[config.mk]
export PLATFORM = sky130hd
export DESIGN_NAME = tank_heater_hysteresis_control_flat
export DESIGN_NICKNAME = d
export VERILOG_FILES = /design/src/rtl/core/thh_pkg.sv /design/src/rtl/core/thh_if.sv /design/src/rtl/core/thh_ctrl.sv /design/src/rtl/core/tank_heater_hysteresis_control.sv /design/src/flat_wrapper.sv
export SDC_FILE = /design/constraint.sdc
export NUM_CORES = 1
export LEC_CHECK = 0
export ABC_AREA = 1
export CORE_MARGIN = 1.5
export CORE_UTILIZATION = 49
export CTS_CLUSTER_SIZE = 14
export DETAILED_ROUTE_END_ITERATION = 10
export DONT_BUFFER_PORTS = 1
export GPL_ROUTABILITY_DRIVEN = 0
export PLACE_DENSITY_LB_ADDON = 0.1
export SLEW_MARGIN = 10
export SYNTH_ARGS = -nofsm -noshare
export SYNTH_HDL_FRONTEND = slang
export SYNTH_SLANG_ARGS = --single-unit
[constraint.sdc]
create_clock -name clk -period 5.25 [get_ports clk]
set_input_delay 1.05 -clock clk [delete_from_list [all_inputs] [get_ports clk]]
set_output_delay 1.05 -clock clk [all_outputs]
set_load 0.02 [all_outputs]
[src/rtl/core/thh_pkg.sv]
// package: types, codes, reset values and threshold tables of the tank heater controller
`timescale 1ns / 1ps
package thh_pkg;

  localparam int unsigned TEMP_W  = 12;
  localparam int unsigned DELAY_W = 8;
  localparam int unsigned CFG_W   = 8;
  localparam int unsigned CFG_IDX_W = 2;

  typedef enum logic [1:0] {
    MODE_TICK       = 2'd0,
    MODE_LOAD_START = 2'd1,
    MODE_LOAD_LOW   = 2'd2,
    MODE_NONE       = 2'd3
  } mode_t;

  typedef enum logic [CFG_IDX_W-1:0] {
    CFG_ALTITUDE  = 2'd0,
    CFG_HOT_EN    = 2'd1,
    CFG_PERIOD    = 2'd2,
    CFG_LW_RELOAD = 2'd3
  } cfg_idx_t;

  localparam logic [1:0] PS_SAVE  = 2'd1;
  localparam logic [1:0] PS_SMART = 2'd2;

  localparam logic [1:0]         ALTITUDE_RST  = 2'd0;
  localparam logic               HOT_EN_RST    = 1'b1;
  localparam logic [CFG_W-1:0]   PERIOD_RST    = 8'd100;
  localparam logic [CFG_W-1:0]   LW_RELOAD_RST = 8'd100;

  localparam logic signed [TEMP_W-1:0] OVERHEAT_TENTHS = 12'sd1000;

  localparam logic signed [TEMP_W-1:0] OFF_TENTHS [3][4] = '{
    '{12'sd930, 12'sd880, 12'sd850, 12'sd820},
    '{12'sd930, 12'sd880, 12'sd850, 12'sd820},
    '{12'sd870, 12'sd820, 12'sd790, 12'sd760}
  };
  localparam logic signed [TEMP_W-1:0] ON_TENTHS [3][4] = '{
    '{12'sd830, 12'sd800, 12'sd770, 12'sd740},
    '{12'sd700, 12'sd700, 12'sd700, 12'sd700},
    '{12'sd600, 12'sd600, 12'sd600, 12'sd600}
  };

  typedef struct packed {
    logic [1:0]         altitude_mode;
    logic               hot_enabled;
    logic [CFG_W-1:0]   control_period;
    logic [CFG_W-1:0]   low_water_reload;
  } cfg_t;

  typedef struct packed {
    logic [1:0]                mode;
    logic [DELAY_W-1:0]        delay_value;
    logic                      key_lock;
    logic                      water_low;
    logic                      hot_error;
    logic                      first_fill_done;
    logic [1:0]                power_save;
    logic signed [TEMP_W-1:0]  tank_temp;
  } item_t;

  typedef struct packed {
    logic heater_on;
    logic control_step;
  } result_t;

  // power-save code to table row; unused code falls back to normal
  function automatic logic [1:0] table_sel(input logic [1:0] ps);
    logic [1:0] sel;
    case (ps)
      PS_SAVE:  sel = 2'd1;
      PS_SMART: sel = 2'd2;
      default:  sel = 2'd0;
    endcase
    return sel;
  endfunction

  function automatic logic signed [TEMP_W-1:0] off_thr(input logic [1:0] ps,
                                                       input logic [1:0] alt);
    return OFF_TENTHS[table_sel(ps)][alt];
  endfunction

  function automatic logic signed [TEMP_W-1:0] on_thr(input logic [1:0] ps,
                                                      input logic [1:0] alt);
    return ON_TENTHS[table_sel(ps)][alt];
  endfunction

endpackage

[src/rtl/core/thh_if.sv]
// interfaces: request and result channels of the tank heater controller
`timescale 1ns / 1ps
interface thh_in_if;
  logic                             valid;
  logic                             ready;
  logic [1:0]                       mode;
  logic [thh_pkg::DELAY_W-1:0]      delay_value;
  logic                             key_lock;
  logic                             water_low;
  logic                             hot_error;
  logic                             first_fill_done;
  logic [1:0]                       power_save;
  logic signed [thh_pkg::TEMP_W-1:0] tank_temp;

  modport source (
    output valid, mode, delay_value, key_lock, water_low, hot_error,
           first_fill_done, power_save, tank_temp,
    input  ready
  );
  modport sink (
    input  valid, mode, delay_value, key_lock, water_low, hot_error,
           first_fill_done, power_save, tank_temp,
    output ready
  );
endinterface

interface thh_out_if;
  logic valid;
  logic ready;
  logic heater_on;
  logic control_step;

  modport source (output valid, heater_on, control_step, input ready);
  modport sink (input valid, heater_on, control_step, output ready);
endinterface

[src/rtl/core/thh_ctrl.sv]
// control state: prescaler, delay counters, priority checks and hysteresis
`timescale 1ns / 1ps
module thh_ctrl (
  input  logic             clk,
  input  logic             rst_n,
  input  logic             fire,
  input  thh_pkg::item_t   item,
  input  thh_pkg::cfg_t    cfg,
  output thh_pkg::result_t res
);

  logic [7:0] period_count_r, period_count_nxt;
  logic [7:0] start_delay_r, start_delay_nxt;
  logic [7:0] low_water_delay_r, low_water_delay_nxt;
  logic       heater_r, heater_nxt;

  logic [7:0] period_inc;
  logic       run;
  logic signed [thh_pkg::TEMP_W-1:0] thr_off, thr_on;

  assign period_inc = (period_count_r < cfg.control_period) ?
                      period_count_r + 8'd1 : period_count_r;
  assign thr_off = thh_pkg::off_thr(item.power_save, cfg.altitude_mode);
  assign thr_on  = thh_pkg::on_thr(item.power_save, cfg.altitude_mode);

  always_comb begin
    period_count_nxt    = period_count_r;
    start_delay_nxt     = start_delay_r;
    low_water_delay_nxt = low_water_delay_r;
    heater_nxt          = heater_r;
    run                 = 1'b0;
    unique case (thh_pkg::mode_t'(item.mode))
      thh_pkg::MODE_LOAD_START: start_delay_nxt = item.delay_value;
      thh_pkg::MODE_LOAD_LOW:   low_water_delay_nxt = item.delay_value;
      thh_pkg::MODE_NONE:       ;
      thh_pkg::MODE_TICK: begin
        period_count_nxt = period_inc;
        if (period_inc >= cfg.control_period) begin
          period_count_nxt = '0;
          run              = 1'b1;
          if (start_delay_r != '0) begin
            start_delay_nxt = start_delay_r - 8'd1;
            heater_nxt      = 1'b0;
          end else if (item.key_lock || !cfg.hot_enabled) begin
            low_water_delay_nxt = '0;
            start_delay_nxt     = '0;
            heater_nxt          = 1'b0;
          end else if (item.water_low) begin
            low_water_delay_nxt = cfg.low_water_reload;
            heater_nxt          = 1'b0;
          end else if (low_water_delay_r != '0) begin
            low_water_delay_nxt = low_water_delay_r - 8'd1;
            heater_nxt          = 1'b0;
          end else if (!item.first_fill_done || item.hot_error) begin
            heater_nxt = 1'b0;
          end else begin
            // hysteresis band, then overheat cut
            if (item.tank_temp > thr_off) begin
              heater_nxt = 1'b0;
            end else if (item.tank_temp <= thr_on) begin
              heater_nxt = 1'b1;
            end
            if (item.tank_temp > thh_pkg::OVERHEAT_TENTHS) begin
              heater_nxt = 1'b0;
            end
          end
        end
      end
    endcase
  end

  assign res.heater_on    = heater_nxt;
  assign res.control_step = run;

  always_ff @(posedge clk) begin
    if (!rst_n) begin
      period_count_r    <= '0;
      start_delay_r     <= '0;
      low_water_delay_r <= '0;
      heater_r          <= 1'b0;
    end else if (fire) begin
      period_count_r    <= period_count_nxt;
      start_delay_r     <= start_delay_nxt;
      low_water_delay_r <= low_water_delay_nxt;
      heater_r          <= heater_nxt;
    end
  end

endmodule

[src/rtl/core/tank_heater_hysteresis_control.sv]
// top level: tank heater hysteresis thermostat with request and result registers
//
//   channel  | direction | handshake     | payload
//   in_chan  | sink      | valid / ready | mode, delay_value, readings, tank_temp
//   out_chan | source    | valid / ready | heater_on, control_step
//   cfg_*    | sink      | cfg_we only   | cfg_index, cfg_wdata
//
// one request per cycle sustained while out_chan is ready; each result passes the request and result registers.
// the request register feeds the control logic, whose state and the result register update together on fire.
// a stalled result holds in the result register while one more request waits behind it.
// synchronous active-low reset clears state, valids and configuration to defaults.
`timescale 1ns / 1ps
module tank_heater_hysteresis_control (
  input  logic                           clk,
  input  logic                           rst_n,
  thh_in_if.sink                         in_chan,
  thh_out_if.source                      out_chan,
  input  logic                           cfg_we,
  input  logic [thh_pkg::CFG_IDX_W-1:0]  cfg_index,
  input  logic [thh_pkg::CFG_W-1:0]      cfg_wdata
);

  thh_pkg::cfg_t    cfg_r;
  thh_pkg::item_t   req_r;
  logic             req_valid_r;
  thh_pkg::result_t res_nxt;
  thh_pkg::result_t res_r;
  logic             res_valid_r;
  logic             fire;
  logic             in_fire;

  assign fire          = req_valid_r && (!res_valid_r || out_chan.ready);
  assign in_chan.ready = !req_valid_r || fire;
  assign in_fire       = in_chan.valid && in_chan.ready;

  // configuration registers
  always_ff @(posedge clk) begin
    if (!rst_n) begin
      cfg_r.altitude_mode    <= thh_pkg::ALTITUDE_RST;
      cfg_r.hot_enabled      <= thh_pkg::HOT_EN_RST;
      cfg_r.control_period   <= thh_pkg::PERIOD_RST;
      cfg_r.low_water_reload <= thh_pkg::LW_RELOAD_RST;
    end else if (cfg_we) begin
      unique case (thh_pkg::cfg_idx_t'(cfg_index))
        thh_pkg::CFG_ALTITUDE:  cfg_r.altitude_mode    <= cfg_wdata[1:0];
        thh_pkg::CFG_HOT_EN:    cfg_r.hot_enabled      <= cfg_wdata[0];
        thh_pkg::CFG_PERIOD:    cfg_r.control_period   <= cfg_wdata;
        thh_pkg::CFG_LW_RELOAD: cfg_r.low_water_reload <= cfg_wdata;
      endcase
    end
  end

  // request register
  always_ff @(posedge clk) begin
    if (!rst_n) begin
      req_valid_r <= 1'b0;
    end else if (in_chan.ready) begin
      req_valid_r <= in_chan.valid;
    end
  end

  always_ff @(posedge clk) begin
    if (in_fire) begin
      req_r.mode            <= in_chan.mode;
      req_r.delay_value     <= in_chan.delay_value;
      req_r.key_lock        <= in_chan.key_lock;
      req_r.water_low       <= in_chan.water_low;
      req_r.hot_error       <= in_chan.hot_error;
      req_r.first_fill_done <= in_chan.first_fill_done;
      req_r.power_save      <= in_chan.power_save;
      req_r.tank_temp       <= in_chan.tank_temp;
    end
  end

  thh_ctrl u_ctrl (
    .clk   (clk),
    .rst_n (rst_n),
    .fire  (fire),
    .item  (req_r),
    .cfg   (cfg_r),
    .res   (res_nxt)
  );

  // result register
  always_ff @(posedge clk) begin
    if (!rst_n) begin
      res_valid_r <= 1'b0;
    end else if (fire) begin
      res_valid_r <= 1'b1;
    end else if (out_chan.ready) begin
      res_valid_r <= 1'b0;
    end
  end

  always_ff @(posedge clk) begin
    if (fire) begin
      res_r <= res_nxt;
    end
  end

  assign out_chan.valid        = res_valid_r;
  assign out_chan.heater_on    = res_r.heater_on;
  assign out_chan.control_step = res_r.control_step;

endmodule
[src/flat_wrapper.sv]
// flat-port wrapper written by rule: the top's interface ports become plain ports
module tank_heater_hysteresis_control_flat 
  (clk, rst_n, cfg_we, cfg_index, cfg_wdata, in_chan_valid, in_chan_mode, in_chan_delay_value, in_chan_key_lock, in_chan_water_low, in_chan_hot_error, in_chan_first_fill_done, in_chan_power_save, in_chan_tank_temp, in_chan_ready, out_chan_valid, out_chan_heater_on, out_chan_control_step, out_chan_ready);
  thh_in_if in_chan_i ();
  thh_out_if out_chan_i ();
  input  logic clk;
  input  logic rst_n;
  input  logic cfg_we;
  input  logic [thh_pkg::CFG_IDX_W-1:0] cfg_index;
  input  logic [thh_pkg::CFG_W-1:0] cfg_wdata;
  input wire logic [$bits(in_chan_i.valid)-1:0] in_chan_valid;
  input wire logic [$bits(in_chan_i.mode)-1:0] in_chan_mode;
  input wire logic [$bits(in_chan_i.delay_value)-1:0] in_chan_delay_value;
  input wire logic [$bits(in_chan_i.key_lock)-1:0] in_chan_key_lock;
  input wire logic [$bits(in_chan_i.water_low)-1:0] in_chan_water_low;
  input wire logic [$bits(in_chan_i.hot_error)-1:0] in_chan_hot_error;
  input wire logic [$bits(in_chan_i.first_fill_done)-1:0] in_chan_first_fill_done;
  input wire logic [$bits(in_chan_i.power_save)-1:0] in_chan_power_save;
  input wire logic [$bits(in_chan_i.tank_temp)-1:0] in_chan_tank_temp;
  output wire logic [$bits(in_chan_i.ready)-1:0] in_chan_ready;
  output wire logic [$bits(out_chan_i.valid)-1:0] out_chan_valid;
  output wire logic [$bits(out_chan_i.heater_on)-1:0] out_chan_heater_on;
  output wire logic [$bits(out_chan_i.control_step)-1:0] out_chan_control_step;
  input wire logic [$bits(out_chan_i.ready)-1:0] out_chan_ready;
  assign in_chan_i.valid = in_chan_valid;
  assign in_chan_i.mode = in_chan_mode;
  assign in_chan_i.delay_value = in_chan_delay_value;
  assign in_chan_i.key_lock = in_chan_key_lock;
  assign in_chan_i.water_low = in_chan_water_low;
  assign in_chan_i.hot_error = in_chan_hot_error;
  assign in_chan_i.first_fill_done = in_chan_first_fill_done;
  assign in_chan_i.power_save = in_chan_power_save;
  assign in_chan_i.tank_temp = in_chan_tank_temp;
  assign in_chan_ready = in_chan_i.ready;
  assign out_chan_valid = out_chan_i.valid;
  assign out_chan_heater_on = out_chan_i.heater_on;
  assign out_chan_control_step = out_chan_i.control_step;
  assign out_chan_i.ready = out_chan_ready;
  tank_heater_hysteresis_control u_core (.clk(clk), .rst_n(rst_n), .in_chan(in_chan_i), .out_chan(out_chan_i), .cfg_we(cfg_we), .cfg_index(cfg_index), .cfg_wdata(cfg_wdata));
endmodule
==> summary.txt <==
Worst setup path
  – Data arrival at the endpoint of the critical path: 3.45 ns
  – Worst endpoint required time: 5.48 ns
  – Category of the critical setup timing path: reg2reg
  – Critical path startpoint category: register
  – Reg-to-Reg Start: u_core.u_ctrl.period_count_r[3]
  – Crit. End Element: register
  – Largest fanout on the critical path: 14
  – Worst Setup SP: u_core.u_ctrl.period_count_r[3]

Cells and area
  – Final #Nets: 636
  – Antenna fix cells: 0
  – Combined area of the multi-input logic cells: 0.00219 mm²
  – Number of fill cells in the layout: 825
  – Share of layout cells above drive strength 1: 0.0554
  – Final core utilization: 0.541
  – Sequential cell area in the final layout: 0.00182 mm²
  – Layout area overhead: 7.25%

Floorplan
  – Number of I/O pins: 47
  – Die Area: 0.00956 mm²
  – Height of the die: 97.8 µm
  – Area of the core: 0.00872 mm²
  – Core Rows: 34
  – Die width: 97.8 µm
  – Starting density of the core: 0.504

Detailed routing
  – First-pass iteration count of the detailed router: 5
  – DR iter-0 viols: 191
  – Avg Vias per Cell: 5.36
  – Average routed wire per standard cell: 14.5 µm
  – Via total after detailed routing: 3580
  – Wire length on met3: 454 µm
  – Wire length reported by the detailed router: 9.71 mm
  – Antenna-violating nets left: 0
  – Highest routing layer actually used: met4
  – Wire length on met1: 4.50 mm
  – Drt drc: 0
  – Met2 routed wirelength: 4.59 mm

STA
  – Finish-stage setup viols: 0
  – Post-Route Hold Slack: 0.483 ns
  – Worst Slack Setup Final: 2.03 ns
  – Unrepaired setup endpoints after global routing: no
  – Worst slew slack as a fraction of its limit: 0.284
  – Final Hold Vio Count: 0
  – Final Slew Violations: 0
  – Clock skew: 0.0120 ns
  – Maximum frequency from static timing analysis: 311 MHz
  – Total negative slack: 0 ns
  – Least-Margin Pin Slew: 1.07 ns
  – Clock period minus final worst setup slack: 3.22 ns
  – Portion of the clock cycle consumed by the worst path in the final layout: 0.613

Global routing
  – Number of antenna violations at the first check in global routing: 0
  – First-pass GRT wire length: 16.3 mm
  – Combined global-route utilization of all metal layers: 0.213
  – Via count of the first global-routing pass: 3400
  – Pin count of the biggest net entering global routing: 29
  – GRT overflow: 0

Pwr
  – Switching Share: 0.260
  – Share of total power in the clock network: 0.393
  – Internal Dissipation: 1030 µW
  – Leakage: 0.00213 µW
  – Sw power: 360 µW
  – Share of power burned in combinational logic: 0.129
  – Peak supply drop: 155 µV
  – Overall power of the completed layout: 1390 µW
  – Power per cell area: 294 mW/mm²
  – Share of total power in sequential cells: 0.478

Synthesis
  – Synthesis-stage register bit count: 76
  – Unique masters post-synth: 36
  – Number of nets produced by synthesis: 636
  – Post-synth ARST share: 0
  – Synthesized area per cell: 7.93 µm²
  – Number of enable flip-flop cells after synthesis: 30
  – Yosys warning count: 0
  – Post-synth design cell area: 0.00440 mm²
  – Most instantiated flip-flop cell in the synthesis netlist: sky130_fd_sc_hd__dfxtp_1
  – Part of the Yosys area used for sequential elements: 0.414
  – Cell count after synthesis: 555

Clock tree
  – Buffers from clock root to sink, at most: 2
  – Total clock buffers created by CTS: 9
  – TritonCTS clock tree: yes
  – Clock Root Buffer: sky130_fd_sc_hd__clkbuf_8
  – Worst-Skew Late Latency: 0.36 ns
  – CTS Hold Bufs: 0
  – Post-CTS sizing: 0
  – Clock input transition at the sequential cells of the worst setup and hold paths: 0.08 ns
  – Setup repair bufs after CTS: 0
  – Number of sinks driven by the clock tree: 76
  – Number of H-tree levels: 3

Min path
  – Kind of path behind the tightest hold check: reg2reg
  – Hold Startpoint: u_core.u_ctrl.low_water_delay_r[1]

Placed design
  – HPWL after detailed placement: 7.23 mm
  – Number of input and output port buffers inserted: 0
  – Placement-stage worst setup slack: 2.08 ns

Flow run
  – Max-cap viol count: 0

Status
  – Status: completed
==> final timing paths <==
path         slack, ns                                  to  depth (start not counted)
min reg2reg       0.48  u_core.u_ctrl.low_water_delay_r[1]                          2
max reg2reg       2.03      u_core.u_ctrl.start_delay_r[2]                         18
min               0.48  u_core.u_ctrl.low_water_delay_r[1]                          2
max               2.03      u_core.u_ctrl.start_delay_r[2]                         18
==> per-stage QoR <==
stage	instance area, µm²	instances
6_report	4720	668
5_1_grt	4720	668
4_1_cts	4720	668
3_5_place_dp	4480	652
3_3_place_gp	4480	652
2_1_floorplan	4400	555
==> power groups by stage <==
stage          logic [µW]  clock network, µW  registers, µW
5_1_grt               205                574            666
4_1_cts               178                549            663
3_5_place_dp          177                  0            676
2_1_floorplan         147                  0            669
6_report              178                545            662
3_3_place_gp          173                  0            675
==> synth_stat cells, types with 2 or more instances <==
master,n,area (µm²)
sky130_fd_sc_hd__dfxtp_1,46,921
sky130_fd_sc_hd__nor2_1,24,90.1
sky130_fd_sc_hd__nand3b_1,2,15.0
sky130_fd_sc_hd__o22ai_1,10,62.6
sky130_fd_sc_hd__inv_2,3,11.3
sky130_fd_sc_hd__xnor2_1,4,35.0
sky130_fd_sc_hd__nand2_1,122,458
sky130_fd_sc_hd__o211ai_1,7,52.6
sky130_fd_sc_hd__clkbuf_1,7,26.3
sky130_fd_sc_hd__nand3_1,34,170
sky130_fd_sc_hd__nand2_2,3,18.8
sky130_fd_sc_hd__nor3_1,7,35.0
sky130_fd_sc_hd__edfxtp_1,30,901
sky130_fd_sc_hd__inv_1,85,319
sky130_fd_sc_hd__nor2_4,3,33.8
sky130_fd_sc_hd__o21ai_0,35,175
sky130_fd_sc_hd__a21oi_1,57,285
sky130_fd_sc_hd__ha_1,38,475
sky130_fd_sc_hd__xor2_1,10,87.6
sky130_fd_sc_hd__nand4_1,5,31.3
sky130_fd_sc_hd__o21ai_1,2,10.0
sky130_fd_sc_hd__o21a_1,7,52.6
==> layer usage <==
layer	vias up	track usage
met5	-	0
met4	0	0.0747
met3	13	0.0358
met2	100	0.346
met1	1613	0.288
li1	1854	-
==> critical path, stage by stage, from the launching register on <==
cell	delay (ns)
sky130_fd_sc_hd__dfxtp_1	0.37
sky130_fd_sc_hd__ha_1	0.32
sky130_fd_sc_hd__nand2_1	0.07
sky130_fd_sc_hd__o21ai_2	0.15
sky130_fd_sc_hd__nand4_2	0.23
sky130_fd_sc_hd__nand2_2	0.22
sky130_fd_sc_hd__nand2_1	0.08
sky130_fd_sc_hd__nand2_1	0.06
sky130_fd_sc_hd__inv_1	0.05
sky130_fd_sc_hd__ha_1	0.28
sky130_fd_sc_hd__nand2_1	0.06
sky130_fd_sc_hd__nor2_1	0.14
sky130_fd_sc_hd__nand4_1	0.12
sky130_fd_sc_hd__nand4_1	0.13
sky130_fd_sc_hd__nand2_1	0.08
sky130_fd_sc_hd__inv_2	0.11
sky130_fd_sc_hd__nand2_1	0.28
sky130_fd_sc_hd__o21ai_0	0.28
sky130_fd_sc_hd__a21oi_1	0.06
==> layout make-up <==
cell class	instances	area share
clock buffer	10	0.0270
tap	108	0.0286
multi-input combinational	380	0.465
inverter	88	0.0700
sequential	76	0.386
clock inverter	6	0.0236
==> registers in the layout, summed over array words and instances (netlist names), 8 cells and up <==
| register | cells |
|---|---|
| u_core.req_r | 28 |
| u_core.u_ctrl.low_water_delay_r | 8 |
| u_core.cfg_r | 19 |
| u_core.u_ctrl.period_count_r | 8 |
| u_core.u_ctrl.start_delay_r | 8 |
==> cells by family after synthesis <==
| family | after synthesis | share of synthesized area |
|---|---|---|
| fa+ha+maj | 38 | 0.108 |
| simple gates | 205 | 0.208 |
| compound gates | 123 | 0.154 |
| flops | 76 | 0.414 |
| xor+xnor | 14 | 0.0279 |
| buf+inv | 99 | 0.0876 |
==> cells in the final DEF, fill, tap and decap left out, types with 2 or more instances in the layout <==
cell                        instances
sky130_fd_sc_hd__nand4_1            5
sky130_fd_sc_hd__nor2_4             3
sky130_fd_sc_hd__ha_1              38
sky130_fd_sc_hd__o22ai_1           10
sky130_fd_sc_hd__o21ai_1            2
sky130_fd_sc_hd__inv_1             85
sky130_fd_sc_hd__dfxtp_1           46
sky130_fd_sc_hd__xor2_1            10
sky130_fd_sc_hd__edfxtp_1          30
sky130_fd_sc_hd__o21ai_0           35
sky130_fd_sc_hd__o21a_1             7
sky130_fd_sc_hd__bufinv_16          3
sky130_fd_sc_hd__nor3_1             7
sky130_fd_sc_hd__nand3b_1           2
sky130_fd_sc_hd__nand3_1           34
sky130_fd_sc_hd__xnor2_1            4
sky130_fd_sc_hd__o211ai_1           7
sky130_fd_sc_hd__clkbuf_8           9
sky130_fd_sc_hd__a21oi_1           57
sky130_fd_sc_hd__nand2_1          122
sky130_fd_sc_hd__nor2_1            24
sky130_fd_sc_hd__inv_2              3
sky130_fd_sc_hd__nand2_2            3
Note: power is estimated with default switching activity, not from simulation.
